[config.mk]
export PLATFORM = sky130hd
export DESIGN_NAME = sip_method_matcher
export DESIGN_NICKNAME = d
export VERILOG_FILES = /design/src/rtl/smm_pkg.sv /design/src/rtl/smm_tail.sv /design/src/rtl/sip_method_matcher.sv
export SDC_FILE = /design/constraint.sdc
export NUM_CORES = 1
export LEC_CHECK = 0
export BUFFER_PORTS_ARGS = -buffer_cell sky130_fd_sc_hd__buf_2
export CORE_AREA = 8 8 192 194
export DETAILED_ROUTE_END_ITERATION = 8
export DIE_AREA = 0 0 200 202
export PLACE_DENSITY = 0.67
export SETUP_SLACK_MARGIN = 0.15
export SLEW_MARGIN = 15
export SYNTH_ARGS = -nofsm -noshare
export SYNTH_HDL_FRONTEND = slang
export SYNTH_HIERARCHICAL = 1
export SYNTH_SLANG_ARGS = --single-unit
export TNS_END_PERCENT = 30
[constraint.sdc]
create_clock -name i_clk -period 21.5 [get_ports i_clk]
set_input_delay 2.15 -clock i_clk [delete_from_list [all_inputs] [get_ports i_clk]]
set_output_delay 2.15 -clock i_clk [all_outputs]
set_load 0.01 [all_outputs]
[src/rtl/smm_pkg.sv]
// smm_pkg: types, character constants and small helper functions for the
// SIP method matcher. No dependencies; imported by smm_tail and the top level.
package smm_pkg;

    localparam int CIDX_W    = 5;    // character index width
    localparam int TEXT_W    = 128;  // method text, sixteen characters
    localparam int CFG_W     = 64;   // widest configuration register
    localparam int CFG_IDX_W = 2;
    localparam int FEED_N    = 3;    // replayed CR/LF bytes plus the current byte

    localparam logic [CIDX_W-1:0] LEN_MAX = '1;

    localparam logic [CFG_IDX_W-1:0] CFG_LEN     = 2'd0;
    localparam logic [CFG_IDX_W-1:0] CFG_TEXT_LO = 2'd1;
    localparam logic [CFG_IDX_W-1:0] CFG_TEXT_HI = 2'd2;

    localparam logic [7:0] CH_TAB   = 8'h09;
    localparam logic [7:0] CH_LF    = 8'h0A;
    localparam logic [7:0] CH_CR    = 8'h0D;
    localparam logic [7:0] CH_SP    = 8'h20;
    localparam logic [7:0] CH_COLON = 8'h3A;
    localparam logic [7:0] CH_Q     = 8'h71;  // lower case q
    localparam logic [7:0] CASE_BIT = 8'h20;

    // "cse" as three folded bytes, oldest in the high byte
    localparam logic [23:0] CSEQ_PREFIX = 24'h637365;
    // "SIP/2.0 ", first character in the low byte
    localparam logic [63:0] REPLY_HEAD  = 64'h20302E322F504953;

    typedef enum logic [3:0] {
        PH_SKIP   = 4'd0,
        PH_HEAD   = 4'd1,
        PH_SEARCH = 4'd2,
        PH_COLON  = 4'd3,
        PH_LWS    = 4'd4,
        PH_TOKEN  = 4'd5,
        PH_SPACE  = 4'd6,
        PH_METHOD = 4'd7,
        PH_DONE   = 4'd8
    } t_phase;

    typedef enum logic [1:0] {
        V_MATCH   = 2'd0,
        V_NOMATCH = 2'd1,
        V_NOCSEQ  = 2'd2,
        V_PARSE   = 2'd3
    } t_verdict;

    typedef enum logic [1:0] {
        REQ_FAIL  = 2'd0,
        REQ_PEND  = 2'd1,
        REQ_MATCH = 2'd2
    } t_req;

    typedef enum logic [1:0] {
        LWS_NONE = 2'd0,
        LWS_LF   = 2'd1,
        LWS_CR   = 2'd2,
        LWS_CRLF = 2'd3
    } t_lws;

    // state carried through the token / space / method stages
    typedef struct packed {
        t_phase            phase;
        logic [CIDX_W-1:0] ci;
        logic              done;
        t_verdict          verdict;
    } t_tail;

    function automatic logic [7:0] fold(input logic [7:0] b);
        return (b inside {[8'h41:8'h5A]}) ? (b | CASE_BIT) : b;
    endfunction

    function automatic logic is_sp(input logic [7:0] b);
        return b inside {CH_SP, CH_TAB};
    endfunction

    function automatic logic is_brk(input logic [7:0] b);
        return b inside {CH_CR, CH_LF};
    endfunction

    // method character i; index sixteen and up reads as zero
    function automatic logic [7:0] mchar(input logic [TEXT_W-1:0] text,
                                         input logic [CIDX_W-1:0] i);
        return i[CIDX_W-1] ? 8'h00 : text[8*i[CIDX_W-2:0] +: 8];
    endfunction

    // first character: exact or lower-cased register byte; rest: case-folded
    function automatic logic char_ok(input logic [CIDX_W-1:0] i,
                                     input logic [7:0] b,
                                     input logic [7:0] m);
        if (i == '0) begin
            return (b == m) || (b == (m | CASE_BIT));
        end
        return fold(b) == fold(m);
    endfunction

endpackage

[src/rtl/smm_tail.sv]
// smm_tail: token, space and method stages of a reply, applied to up to three
// bytes in one pass (replayed CR/LF bytes, then the current byte). Uses smm_pkg.
module smm_tail
    import smm_pkg::*;
(
    input  t_tail                   i_st,
    input  logic [FEED_N-1:0]       i_feed_vld,
    input  logic [FEED_N-1:0][7:0]  i_feed_byte,
    input  logic [CIDX_W-1:0]       i_len,
    input  logic [TEXT_W-1:0]       i_text,
    output t_tail                   o_st
);

    always_comb begin
        t_tail      st;
        logic [7:0] b;
        logic       stop;
        st = i_st;
        for (int k = 0; k < FEED_N; k++) begin
            b    = i_feed_byte[k];
            stop = 1'b0;
            if (i_feed_vld[k] && !st.done) begin
                if (st.phase == PH_TOKEN) begin
                    if (is_sp(b) || is_brk(b)) begin
                        st.phase = PH_SPACE;
                    end else begin
                        stop = 1'b1;
                    end
                end
                if (!stop && st.phase == PH_SPACE) begin
                    if (is_sp(b)) begin
                        stop = 1'b1;
                    end else begin
                        st.phase = PH_METHOD;
                        st.ci    = '0;
                    end
                end
                if (!stop && st.phase == PH_METHOD) begin
                    if (st.ci < i_len) begin
                        if (!char_ok(st.ci, b, mchar(i_text, st.ci))) begin
                            st.done    = 1'b1;
                            st.verdict = V_NOMATCH;
                        end else begin
                            st.ci = st.ci + CIDX_W'(1);
                        end
                    end else begin
                        st.done    = 1'b1;
                        st.verdict = (b == CH_CR) ? V_MATCH : V_NOMATCH;
                    end
                end
            end
        end
        o_st = st;
    end

endmodule

[src/rtl/sip_method_matcher.sv]
// sip_method_matcher: classifies SIP messages by method, one byte per cycle unless stalled.
// Depends on smm_pkg and smm_tail.
//
// Usage:
//   Input channel (i_in_valid / o_in_stall) carries one message byte per
//   request plus a last-byte flag. Output channel (o_out_valid / i_out_stall)
//   carries at most one verdict per message: 0 match, 1 no match,
//   2 reply without CSeq, 3 parse error.
//   Each byte is captured in an input register and classified by one pass of
//   logic once the output register is free; a verdict lands in that register.
//   One byte per cycle is taken while the receiver does not stall, as a single
//   pass of logic lies between the input and output registers.
//   When the receiver stalls, the verdict holds; the held byte waits and
//   o_in_stall rises only while both registers are full.
//   Bytes after a verdict are dropped until the last byte, which rearms
//   the matcher for the next message.
//   Configuration (method length, text) is written via i_cfg_we / i_cfg_index /
//   i_cfg_data, by the user between messages; the block does not enforce it.
//   Reset (synchronous, active low) empties both registers, rearms the
//   parser and loads a method length of six with empty text.
module sip_method_matcher
    import smm_pkg::*;
#(
    parameter int MAX_METHOD_CHARS = 16
) (
    input  logic                 i_clk,
    input  logic                 i_rst_n,
    // byte input
    input  logic                 i_in_valid,
    output logic                 o_in_stall,
    input  logic [7:0]           i_msg_byte,
    input  logic                 i_last_byte,
    // verdict output
    output logic                 o_out_valid,
    input  logic                 i_out_stall,
    output logic [1:0]           o_verdict,
    // configuration writes
    input  logic                 i_cfg_we,
    input  logic [CFG_IDX_W-1:0] i_cfg_index,
    input  logic [CFG_W-1:0]     i_cfg_data
);

    // longest method that is compared; the length register tops out at 31
    localparam logic [CIDX_W-1:0] MAX_LEN = (MAX_METHOD_CHARS > int'(LEN_MAX)) ?
                                            LEN_MAX : CIDX_W'(MAX_METHOD_CHARS);

    // configuration
    logic [CIDX_W-1:0]   r_method_length;
    logic [CFG_W-1:0]    r_text_low;
    logic [CFG_W-1:0]    r_text_high;
    logic [TEXT_W-1:0]   w_text;
    logic [CIDX_W-1:0]   w_len;

    // input and output registers
    logic                r_in_valid;
    logic [7:0]          r_in_byte;
    logic                r_in_last;
    logic                r_out_valid;
    logic [1:0]          r_out_verdict;
    logic                w_out_free;
    logic                w_adv;

    // parser state
    t_phase              r_phase, n_phase;
    logic                r_is_reply, n_is_reply;
    logic [CIDX_W-1:0]   r_ci, n_ci;
    t_req                r_req, n_req;
    logic [23:0]         r_win, n_win;
    t_lws                r_lws, n_lws;

    // first-line test
    logic                h_init;
    logic [CIDX_W-1:0]   h_i;
    logic                h_rep_in;
    t_req                h_req_in;
    logic                h_rep;
    t_req                h_req;
    logic                h_to_search;
    logic                h_vld;
    t_verdict            h_verdict;

    // intermediate state after the byte, before the tail stages
    t_phase              m_phase;
    logic                m_rep;
    logic [CIDX_W-1:0]   m_ci;
    t_req                m_req;
    logic [23:0]         m_win;
    t_lws                m_lws;
    logic                hd_vld;
    t_verdict            hd_verdict;
    logic                feed_cur;
    logic                do_flush;
    t_lws                flush_p;
    logic [7:0]          b_fold;

    t_tail               t_in, t_out;
    logic [FEED_N-1:0]       feed_vld;
    logic [FEED_N-1:0][7:0]  feed_byte;

    logic                v_vld;
    t_verdict            v_code;

    assign w_text = {r_text_high, r_text_low};

    always_comb begin
        if (r_method_length == '0) begin
            w_len = CIDX_W'(1);
        end else if (r_method_length > MAX_LEN) begin
            w_len = MAX_LEN;
        end else begin
            w_len = r_method_length;
        end
    end

    // handshake: the held byte moves on whenever the output register can take it
    assign w_out_free  = !r_out_valid || !i_out_stall;
    assign w_adv       = r_in_valid && w_out_free;
    assign o_in_stall  = r_in_valid && !w_out_free;
    assign o_out_valid = r_out_valid;
    assign o_verdict   = r_out_verdict;

    assign b_fold = r_in_byte | CASE_BIT;

    // first line: reply head and request method tested side by side
    always_comb begin
        h_init   = (r_phase == PH_SKIP);
        h_i      = h_init ? '0 : r_ci;
        h_rep_in = h_init || r_is_reply;
        h_req_in = h_init ? REQ_PEND : r_req;
        h_rep    = h_rep_in && (h_i[CIDX_W-1:3] == '0) &&
                   (fold(r_in_byte) == fold(REPLY_HEAD[8*h_i[2:0] +: 8]));
        h_req    = h_req_in;
        if (h_req_in == REQ_PEND) begin
            if (h_i < w_len) begin
                h_req = char_ok(h_i, r_in_byte, mchar(w_text, h_i)) ? REQ_PEND : REQ_FAIL;
            end else begin
                h_req = (r_in_byte == CH_SP) ? REQ_MATCH : REQ_FAIL;
            end
        end
        // the reply reading wins when both complete on the eighth byte
        h_to_search = h_rep && (h_i == CIDX_W'(7));
        h_vld       = !h_rep && (h_req != REQ_PEND);
        h_verdict   = (h_req == REQ_MATCH) ? V_MATCH : V_NOMATCH;
    end

    // per-byte work up to the tail stages
    always_comb begin
        m_phase    = r_phase;
        m_rep      = r_is_reply;
        m_ci       = r_ci;
        m_req      = r_req;
        m_win      = r_win;
        m_lws      = r_lws;
        hd_vld     = 1'b0;
        hd_verdict = V_NOMATCH;
        feed_cur   = 1'b0;
        do_flush   = 1'b0;
        flush_p    = r_lws;
        case (r_phase)
            PH_SKIP, PH_HEAD: begin
                if (r_phase == PH_HEAD || !is_brk(r_in_byte)) begin
                    if (h_to_search) begin
                        m_phase = PH_SEARCH;
                        m_win   = '0;
                        m_rep   = 1'b1;
                    end else if (h_vld) begin
                        hd_vld     = 1'b1;
                        hd_verdict = h_verdict;
                    end else begin
                        m_phase = PH_HEAD;
                        m_ci    = h_i + CIDX_W'(1);
                        m_rep   = h_rep;
                        m_req   = h_req;
                    end
                end
            end
            PH_SEARCH: begin
                if (b_fold == CH_Q && r_win == CSEQ_PREFIX) begin
                    m_phase = PH_COLON;
                end
                m_win = {r_win[15:0], b_fold};
            end
            PH_COLON: begin
                if (r_in_byte == CH_COLON) begin
                    m_phase = PH_LWS;
                    m_lws   = LWS_NONE;
                end
            end
            PH_LWS: begin
                case (r_lws)
                    LWS_NONE: begin
                        if (r_in_byte == CH_LF) begin
                            m_lws = LWS_LF;
                        end else if (r_in_byte == CH_CR) begin
                            m_lws = LWS_CR;
                        end else if (!is_sp(r_in_byte)) begin
                            m_phase  = PH_TOKEN;
                            feed_cur = 1'b1;
                        end
                    end
                    LWS_LF, LWS_CRLF: begin
                        if (is_sp(r_in_byte)) begin
                            m_lws = LWS_NONE;
                        end else begin
                            // folded line did not continue: replay the break
                            m_phase  = PH_TOKEN;
                            m_lws    = LWS_NONE;
                            do_flush = 1'b1;
                            feed_cur = 1'b1;
                        end
                    end
                    default: begin
                        if (r_in_byte == CH_LF) begin
                            m_lws = LWS_CRLF;
                        end else begin
                            m_phase  = PH_TOKEN;
                            m_lws    = LWS_NONE;
                            do_flush = 1'b1;
                            feed_cur = 1'b1;
                        end
                    end
                endcase
            end
            PH_TOKEN, PH_SPACE, PH_METHOD: begin
                feed_cur = 1'b1;
            end
            default: begin
            end
        endcase
        // message ends inside whitespace: replay what is pending
        if (r_in_last && m_phase == PH_LWS) begin
            m_phase  = PH_TOKEN;
            do_flush = 1'b1;
            flush_p  = m_lws;
            m_lws    = LWS_NONE;
        end
    end

    always_comb begin
        t_in.phase   = m_phase;
        t_in.ci      = m_ci;
        t_in.done    = 1'b0;
        t_in.verdict = V_MATCH;
        feed_vld[0]  = do_flush && (flush_p != LWS_NONE);
        feed_byte[0] = (flush_p == LWS_LF) ? CH_LF : CH_CR;
        feed_vld[1]  = do_flush && (flush_p == LWS_CRLF);
        feed_byte[1] = CH_LF;
        feed_vld[2]  = feed_cur;
        feed_byte[2] = r_in_byte;
    end

    smm_tail u_tail (
        .i_st        (t_in),
        .i_feed_vld  (feed_vld),
        .i_feed_byte (feed_byte),
        .i_len       (w_len),
        .i_text      (w_text),
        .o_st        (t_out)
    );

    // verdict for this byte, including the end-of-message fallback
    always_comb begin
        v_vld  = hd_vld || t_out.done;
        v_code = hd_vld ? hd_verdict : t_out.verdict;
        if (!v_vld && r_in_last && r_phase != PH_DONE) begin
            v_vld = 1'b1;
            case (t_out.phase)
                PH_SEARCH:                   v_code = V_NOCSEQ;
                PH_COLON:                    v_code = V_PARSE;
                PH_SKIP, PH_HEAD, PH_METHOD: v_code = V_NOMATCH;
                default:                     v_code = V_PARSE;
            endcase
        end
    end

    // next parser state; the last byte always rearms
    always_comb begin
        n_phase    = v_vld ? PH_DONE : t_out.phase;
        n_ci       = t_out.ci;
        n_is_reply = m_rep;
        n_req      = m_req;
        n_win      = m_win;
        n_lws      = m_lws;
        if (r_in_last) begin
            n_phase    = PH_SKIP;
            n_ci       = '0;
            n_is_reply = 1'b0;
            n_req      = REQ_FAIL;
            n_win      = '0;
            n_lws      = LWS_NONE;
        end
    end

    always_ff @(posedge i_clk) begin
        if (!i_rst_n) begin
            r_in_valid      <= 1'b0;
            r_out_valid     <= 1'b0;
            r_phase         <= PH_SKIP;
            r_ci            <= '0;
            r_is_reply      <= 1'b0;
            r_req           <= REQ_FAIL;
            r_win           <= '0;
            r_lws           <= LWS_NONE;
            r_method_length <= CIDX_W'(6);
            r_text_low      <= '0;
            r_text_high     <= '0;
        end else begin
            if (i_in_valid && !o_in_stall) begin
                r_in_valid <= 1'b1;
            end else if (w_adv) begin
                r_in_valid <= 1'b0;
            end
            if (w_adv && v_vld) begin
                r_out_valid <= 1'b1;
            end else if (!i_out_stall) begin
                r_out_valid <= 1'b0;
            end
            if (w_adv) begin
                r_phase    <= n_phase;
                r_ci       <= n_ci;
                r_is_reply <= n_is_reply;
                r_req      <= n_req;
                r_win      <= n_win;
                r_lws      <= n_lws;
            end
            if (i_cfg_we) begin
                case (i_cfg_index)
                    CFG_LEN:     r_method_length <= i_cfg_data[CIDX_W-1:0];
                    CFG_TEXT_LO: r_text_low      <= i_cfg_data;
                    CFG_TEXT_HI: r_text_high     <= i_cfg_data;
                    default: begin
                    end
                endcase
            end
        end
    end

    always_ff @(posedge i_clk) begin
        if (i_in_valid && !o_in_stall) begin
            r_in_byte <= i_msg_byte;
            r_in_last <= i_last_byte;
        end
        if (w_adv && v_vld) begin
            r_out_verdict <= v_code;
        end
    end

`ifndef ASSERT_OFF
    // one verdict per message: nothing is issued once the parser has finished
    a_single_verdict: assert property (@(posedge i_clk) disable iff (!i_rst_n)
        !(w_adv && v_vld && r_phase == PH_DONE))
        else $error("second verdict for one message");

    // a verdict mid-message parks the parser until the last byte
    a_done_after_verdict: assert property (@(posedge i_clk) disable iff (!i_rst_n)
        (w_adv && v_vld && !r_in_last) |=> (r_phase == PH_DONE))
        else $error("parser not parked after verdict");

    // the last byte rearms the parser
    a_rearm_on_last: assert property (@(posedge i_clk) disable iff (!i_rst_n)
        (w_adv && r_in_last) |=> (r_phase == PH_SKIP && r_lws == LWS_NONE))
        else $error("parser not rearmed after last byte");
`endif

endmodule

After elaboration in Yosys (flattened, before gate mapping)
Index checks and enable logic that the tools add are counted.
- add/subtract/negate cells: 4
- $mul: 0
- divide/modulo/power cells: 0
- order comparisons: 19
- equality and inequality tests: 60
- shifts and indexed selects: 5
- muxes and demuxes: 172
- bitwise gates (word level): 0
- reduce and logical (&&, ||, !) cells: 82
- operator list (kind ; number):
    128-bit by 8-bit indexed part select with 8-bit output ; 4
    4-bit two-way mux ; 20
    1-bit two-way mux ; 76
    24-bit two-way mux ; 3
    9-bit two-way mux ; 8
    5-bit two-way mux ; 14
    64-bit by 7-bit indexed part select with 8-bit output, first input constant ; 1
    4-bit by 3-bit == test with 1-bit output, second input constant ; 15
    8-bit == test ; 7
    8-bit two-way mux ; 7
    8-bit by 7-bit greater-or-equal comparator with 1-bit output, second input constant ; 6
    8-bit by 7-bit less-or-equal comparator with 1-bit output, second input constant ; 6
    24-bit case mux with 2 select lines ; 1
    6-bit two-way mux ; 7
    12-bit two-way mux ; 3
    2-bit two-way mux ; 18
    1-bit logical AND ; 29
    5-bit zero test ; 5
    24-bit by 23-bit == test with 1-bit output, second input constant ; 1
    8-bit by 4-bit == test with 1-bit output, second input constant ; 3
    3-bit two-way mux ; 7
    5-bit by 1-bit adder with 5-bit output, second input constant ; 4
    5-bit less-than comparator ; 4
    4-bit by 8-bit == test with 1-bit output ; 2
    other kinds (33) ; 91
- register bits after elaboration: 184
- bits in latches: 0
- RAM bits: 0
- ROM bits: 0
- input bits: 80
- output and inout port bits: 4
- word-level logic and storage cells: 356
- memories: 0

Logic depth before layout (Yosys ltp)
Gate-level depths: netlist (run 1).
- word-level depth: 98
- depth in mapped cells: 63
- depth with buffers taken out: 49

Modules after synthesis
Netlist (run 1), hierarchy kept.
- modules (own cells, without submodules) (module ; instances ; cells each ; area an instance (um2) ; seq. area each (um2)):
    sip_method_matcher ; 1 ; 1161 ; 9670.5 ; 3793.6
    smm_tail ; 1 ; 970 ; 6940.4 ; 0.0

Worst setup path before layout (run 1)
OpenSTA, ideal clock, no wires.
- kind: flip-flop to flip-flop
- start point: register r_phase[1]
- end point: register r_out_verdict[0] (netlist: o_verdict[0]), data pin
- data arrival time: 11755 ps
- setup slack: 9482 ps
- cell stages (with the launch flop): 61
- period minus slack after synthesis: 12018 ps
- cell sequence: dfxtp_1 -> buf_4 -> nor4_4 -> buf_2 -> buf_4 -> nor2_1 -> ha_1 -> inv_1 -> ha_1 -> xor2_1 -> or3_1 -> nor3_1 -> nand4b_1 -> nand2b_1 -> nor2_1 -> nand4_1 -> and2_4 -> buf_6 -> [... 25 more ...] -> or4b_1 -> or4_4 -> o31ai_2 -> buf_4 -> buf_4 -> mux2i_1 -> mux2i_1 -> a21oi_1 -> nand2_1 -> or4_1 -> a311o_1 -> buf_2 -> a31o_1 -> nand2_1 -> nor2_1 -> nor2_1 -> a21oi_1 -> a2bb2oi_1
- RTL lines (element ; line ; RTL):
    from (decl) ; sip_method_matcher.sv:64 ; t_phase r_phase, n_phase;
    from (signal assigned) ; sip_method_matcher.sv:319 ; r_phase <= n_phase;
    to (signal assigned) ; sip_method_matcher.sv:344 ; r_out_verdict <= v_code;
    to (decl) ; sip_method_matcher.sv:59 ; logic [1:0] r_out_verdict;

==> results of run 1 <==
per-layer routing:
| layer | vias up | part of all wire | GRT usage |
|---|---|---|---|
| li1 | 8046 | - | - |
| met1 | 8992 | 0.40 | 0.503 |
| met5 | - | 0 | 0 |
| met2 | 1227 | 0.42 | 0.557 |
| met4 | 0 | 0.064 | 0.217 |
| met3 | 254 | 0.11 | 0.102 |
registers in the layout, summed over array words and instances, names as in the netlist:
signal           cells
r_text_high         64
r_text_low          64
r_win               24
r_in_byte            8
r_ci                 5
r_method_length      5
r_phase              4
o_verdict            2
r_lws                2
r_req                2
o_out_valid          1
r_in_last            1
r_in_valid           1
r_is_reply           1
cell families after synthesis:
group | after synthesis
buffers and inverters | 231
muxes | 154
other | 2
DFF | 184
AOI/OAI and AO/OA | 628
and+or+nand+nor | 871
adders and majority gates | 27
xor gates and xnor gates | 34
path summary, 6_finish.rpt:
| path | slack [ps] | endpoint | cells past startpoint |
|---|---|---|---|
| setup / recovery | 5090 | o_verdict[0] | 49 |
| hold / removal | 510 | r_req[0] | 2 |
| setup reg to reg | 5090 | o_verdict[0] | 49 |
| hold reg to reg | 510 | r_req[0] | 2 |
synth_stat cells, types with 32 or more instances:
master      n
a21oi_1    48
o21ai_0    56
nand3_1    59
nor3_1     41
buf_2      32
mux2i_1   102
nand2_1   403
dfxtp_1   173
clkbuf_1   77
inv_1      70
a21boi_0  135
a31oi_1    35
nor2_1    105
nor2b_1    44
a22oi_1    42
power groups by stage:
| stage | clock, W | combinational, W | sequential, W |
|---|---|---|---|
| after floorplan | 0 | 0.0000715 | 0.000370 |
| after global placement | 0 | 0.000100 | 0.000389 |
| after detailed placement | 0 | 0.000102 | 0.000389 |
| after CTS | 0.000345 | 0.000102 | 0.000381 |
| after global routing | 0.000358 | 0.000115 | 0.000382 |
| final | 0.000343 | 0.000107 | 0.000384 |
final cells by class:
cell class                      instances  area share
Multi-Input combinational cell       1786       0.665
Sequential cell                       184       0.209
Timing Repair Buffer                  130      0.0425
Tap cell                              455      0.0314
Clock buffer                           17      0.0235
Inverter                               75      0.0159
Clock inverter                         15      0.0123
Antenna cell                            4    0.000552
cell usage in the layout (no fill, tap or decap), types with 16 or more instances in the layout:
cell type / instances
mux2_2: 19
a22oi_1: 42
a211oi_1: 16
nand3_1: 59
mux4_2: 30
o21ai_0: 56
o22ai_1: 22
xor2_1: 20
clkbuf_16: 17
conb_1: 72
o211ai_1: 26
nor2b_1: 44
nand2b_1: 20
nor3_1: 40
or3_1: 21
ha_1: 27
nand4_1: 24
inv_1: 70
dfxtp_1: 171
buf_2: 82
a31oi_1: 35
nor2_1: 105
and2_1: 17
a21oi_1: 48
buf_4: 48
a21boi_0: 135
o221ai_1: 16
mux2i_1: 101
a221oi_1: 22
and3_1: 30
nand2_1: 403
per-stage QoR:
step	std cells	power, W	util	instance area [µm²]
global route	2662	0.000855	0.534	18100
detailed placement	2630	0.000491	0.515	17500
global placement	2630	0.000489	0.515	17500
finish	2666	0.000833	0.534	18100
floorplan	2201	0.000442	-	16900
CTS	2662	0.000829	0.534	18100
worst max-delay path: cells and delay by family (launching register included):
family	cells	cell delay, ps
muxes	3	1040
buffers and inverters	7	3320
AOI/OAI and AO/OA	16	5440
DFF	1	320
adders and majority gates	2	560
xor gates and xnor gates	2	270
and+or+nand+nor	19	5180
==> impl_metrics.env, run 1 <==
export IMPL_crit_required_ps=21790
export IMPL_htreeDepth=4
export IMPL_ir_drop_v=0.0000470
export IMPL_drive_gt1_frac=0.129
export IMPL_dieHeight_um=202
export IMPL_synth_cells=2131
export IMPL_crit_start="r_ci[0]"
export IMPL_cts_hold_fix_buffers=0
export IMPL_yosysTopAreaCellShare=0.208
export IMPL_p_seq_frac=0.461
export IMPL_syn_area_um2=16600
export IMPL_post_place_ws_ps=5850
export IMPL_path_max_fanout=54
export IMPL_port_buffers=83
export IMPL_critPathSlowestCell="a2111oi_0"
export IMPL_ys_warnings_count=6
export IMPL_cts_resized_gates=0
export IMPL_post_drt_wl_per_cell_um=29.8
export IMPL_hp_class="reg2reg"
export IMPL_grt_overflow=0
export IMPL_core_area_um2=33900
export IMPL_p_sw_w=0.000273
export IMPL_cts_setup_buffers=0
export IMPL_grt_setup_unrepaired="false"
export IMPL_grt_pass1_vias=16800
export IMPL_p_int_w=0.000560
export IMPL_yosys_area_top_type="dfxtp_1"
export IMPL_clk_pin_slew_ps=90
export IMPL_postLayoutSetupSlackWorst_ps=5090
export IMPL_drt_pass1_iterations=6
export IMPL_setup_viol=0
export IMPL_worstMarginPinSlew_ps=1200
export IMPL_crit_path_frequent_cell="buf_4"
export IMPL_routed_wl_mm=79.5
export IMPL_maxSlewViolCount=0
export IMPL_final_setup_tns_ps=0
export IMPL_worstSetupStartpointType="register"
export IMPL_fp_dieW_um=200
export IMPL_cts_buffers=17
export IMPL_seq_area_um2=3800
export IMPL_clock_fmax_ghz=0.0609
export IMPL_synth_xor_area_frac=0.0179
export IMPL_place_gp_congestion=1.07
export IMPL_p_per_area_nw_per_um2=45.9
export IMPL_pwr_share_clk=0.411
export IMPL_synthDistinctLibCells=117
export IMPL_clk_path_buf_depth=2
export IMPL_clock_sinks=184
export IMPL_synth_top_family_by_area="compound AO/OA/AOI/OAI gates"
export IMPL_seq_area_frac_synth=0.228
export IMPL_p_comb_frac=0.128
export IMPL_synth_compound_area_frac=0.291
export IMPL_synth_seq_cells=184
export IMPL_vias=18500
export IMPL_clk_latency_ps=450
export IMPL_arrival_ps=16700
export IMPL_switching_share=0.327
export IMPL_antenna_found_initial=2
export IMPL_initial_utilization=0.489
export IMPL_grt_pass1_wl_mm=115
export IMPL_ant_nets=0
export IMPL_viasPerCell=6.95
export IMPL_synthAdderAreaFrac=0.0203
export IMPL_hold_start="r_req[0]"
export IMPL_yosys_area_share_simple=0.259
export IMPL_critical_path_max_stage_delay_ps=1040
export IMPL_synth_edf_count=11
export IMPL_drcViolationCount=0
export IMPL_hold_viol_final=0
export IMPL_cts_tree="built"
export IMPL_io_pins=84
export IMPL_track_usage=0.383
export IMPL_ys_top_cells_by_area="dfxtp_1 (21%), nand2_1 (9.1%), mux2i_1 (6.1%), a21boi_0 (6.1%), mux4_2 (4.1%)"
export IMPL_n_fill_cell=3255
export IMPL_hold_ws_ps=505
export IMPL_crit_type="reg2reg"
export IMPL_root_buffer="clkbuf_16"
export IMPL_power_leakage_nw=6.32
export IMPL_nNetsFinal=2301
export IMPL_finalClockSkew_ps=13.7
export IMPL_synthFlopType="dfxtp_1"
export IMPL_syn_to_final_growth_pct=9.19
export IMPL_synthMuxAreaShare=0.118
export IMPL_worst_setup_path_end_kind="register"
export IMPL_dpl_hpwl_mm=59.6
export IMPL_syn_area_per_cell_um2=7.79
export IMPL_die_area_um2=40400
export IMPL_rows=68
export IMPL_slew_headroom=0.200
export IMPL_multi_input_area_um2=12100
export IMPL_drt_initial_drc_count=2249
export IMPL_fin_crit_ps=16410
export IMPL_max_cap_viol_count=0
export IMPL_fin_crit_sh=0.763
export IMPL_status="finished clean"
export IMPL_synthArstFlopShare=0
export IMPL_regToRegStartpoint="r_ci[0]"
export IMPL_grt_max_degree=125
Note: power is estimated with default switching activity, not from simulation.
==> inputs of run 2 (changes only) <==
==> constraint.sdc (replaced) <==
create_clock -name i_clk -period 16.15 [get_ports i_clk]
set_input_delay 1.615 -clock i_clk [delete_from_list [all_inputs] [get_ports i_clk]]
set_output_delay 1.615 -clock i_clk [all_outputs]
set_load 0.01 [all_outputs]
==> run 2 against run 1 <==
  * Total power grew 35%
  * Utilization grew 0.26 points
  * Non-clock buffer count grew 9
  * Register-to-register slack lost 4100 ps
  * Largest cell class unchanged
  * Largest power group unchanged
==> impl_metrics.env, run 2 (synthesized netlist as in run 1, its figures left out) <==
export IMPL_routed_wl_mm=81.4
export IMPL_drt_initial_drc_count=2674
export IMPL_max_cap_viol_count=0
export IMPL_seq_area_um2=3800
export IMPL_cts_buffers=17
export IMPL_ant_nets=0
export IMPL_cts_hold_fix_buffers=0
export IMPL_cts_tree="built"
export IMPL_setup_viol=0
export IMPL_wl_met3_mm=11.0
export IMPL_fin_crit_sh=0.940
export IMPL_reg_largest_list="r_text_high: 64 flops, r_text_low: 64 flops, r_win: 24 flops"
export IMPL_drcViolationCount=0
export IMPL_crit_path_frequent_cell="nor2_1"
export IMPL_wl_met2_mm=33.1
export IMPL_antenna_found_initial=3
export IMPL_clock_fmax_ghz=0.0659
export IMPL_multi_input_area_um2=12000
export IMPL_hold_start="r_req[0]"
export IMPL_crit_start="r_ci[1]"
export IMPL_critical_path_max_stage_delay_ps=1040
export IMPL_slew_headroom=0.202
export IMPL_viasPerCell=6.94
export IMPL_power_leakage_nw=6.37
export IMPL_worstMarginPinSlew_ps=1190
export IMPL_crit_required_ps=16360
export IMPL_ir_drop_v=0.0000595
export IMPL_place_gp_congestion=1.08
export IMPL_port_buffers=83
export IMPL_reg2regPathDepth=46
export IMPL_core_area_um2=33900
export IMPL_hp_class="reg2reg"
export IMPL_fin_util=0.537
export IMPL_final_setup_tns_ps=0
export IMPL_hold_viol_final=0
export IMPL_met1_length_mm=31.5
export IMPL_grt_pass1_vias=16900
export IMPL_dieHeight_um=202
export IMPL_clk_latency_ps=460
export IMPL_grt_setup_unrepaired="false"
export IMPL_clk_pin_slew_ps=80
export IMPL_hold_depth=2
export IMPL_drive_gt1_frac=0.132
export IMPL_crit_type="reg2reg"
export IMPL_cts_resized_gates=0
export IMPL_grt_overflow=0
export IMPL_final_common_cell="nand2_1"
export IMPL_worst_setup_path_end_kind="register"
export IMPL_grt_pass1_wl_mm=117
export IMPL_track_usage=0.393
export IMPL_syn_to_final_growth_pct=9.72
export IMPL_dpl_hpwl_mm=59.9
export IMPL_grt_max_degree=124
export IMPL_path_max_fanout=51
export IMPL_whs_endpoint="r_req[0]"
export IMPL_routed_top_layer="met5"
export IMPL_post_drt_wl_per_cell_um=30.4
export IMPL_worstSetupStartpointType="register"
export IMPL_nNetsFinal=2310
export IMPL_p_per_area_nw_per_um2=61.8
export IMPL_r2r_end="o_verdict[1]"
export IMPL_root_buffer="clkbuf_16"
export IMPL_finalClockSkew_ps=16.2
export IMPL_rows=68
export IMPL_vias=18600
export IMPL_regToRegStartpoint="r_ci[1]"
export IMPL_arrival_ps=15380
export IMPL_fp_dieW_um=200
export IMPL_fin_crit_ps=15170
export IMPL_clock_sinks=184
export IMPL_layout_common_cells="nand2_1 (403), dfxtp_1 (171), a21boi_0 (135)"
export IMPL_die_area_um2=40400
export IMPL_io_pins=84
export IMPL_initial_utilization=0.489
export IMPL_drt_pass1_iterations=6
export IMPL_critPathSlowestCell="dfxtp_2"
export IMPL_status="finished clean"
export IMPL_maxSlewViolCount=0
export IMPL_rrSetupSlack_ps=980
export IMPL_clk_path_buf_depth=2
export IMPL_htreeDepth=4
export IMPL_n_fill_cell=3283
export IMPL_cts_setup_buffers=0
==> run 2: cell count changes in the layout (fill, tap and decap cells not counted), sizes merged <==
cell,previous run,this run
clkinv,7,6
inv,83,84
buf,130,139
==> run 2: report_power, final <==
part | switching, W | internal (W)
clock network | 0.000244 | 0.000223
logic | 0.0000921 | 0.0000573
registers | 0.0000389 | 0.000471
==> run 2: worst max-delay path by stage <==
| stage | cells after the start | to | slack, ps |
|---|---|---|---|
| 2_1_floorplan | 60 | o_verdict[0] | 4130 |
| 3_3_place_gp | 47 | o_verdict[0] | 2010 |
| 3_5_place_dp | 47 | o_verdict[0] | 1570 |
| 4_1_cts | 46 | o_verdict[0] | 1540 |
| 5_1_grt | 49 | o_verdict[1] | 180 |
| 6_report | 46 | o_verdict[1] | 980 |
==> run 2: layout make-up <==
cell class / instances / share of cell area
clock buffer: 17 / 0.0233
inverter: 75 / 0.0159
multi-input combinational: 1786 / 0.661
timing repair buffer: 139 / 0.0467
tap: 455 / 0.0312
clock inverter: 15 / 0.0130
antenna: 4 / 0.000549
sequential: 184 / 0.208
==> run 2: critical path: cells and delay by family (launching register included) <==
family	cells	cell delay (ps)
multiplexers	3	1600
flip-flops	1	1040
XOR/XNOR	3	500
AND/OR/NAND/NOR	21	6020
adder cells (fa/ha/maj)	2	490
buffers and inverters	4	1120
AO/OA/AOI/OAI	13	4110
==> run 2: layer usage <==
metal  track usage  up-vias
met2         0.556     1329
met3         0.137      302
met4         0.227        6
met5             0        -
met1         0.507     8887
li1              -     8034
==> run 2: stage by stage <==
| stage | total power [W] | instance area [µm²] | hold slack [ps] | setup WS [ps] | instances |
|---|---|---|---|---|---|
| finish | 0.00113 | 18200 | 508 | 977 | 2675 |
| CTS | 0.00112 | 18200 | 495 | 1540 | 2671 |
| floorplan | 0.000588 | 16900 | 461 | 4130 | 2201 |
| global placement | 0.000656 | 17600 | 479 | 2010 | 2639 |
| detailed placement | 0.000657 | 17600 | 483 | 1570 | 2639 |
| global route | 0.00116 | 18200 | 509 | 185 | 2672 |
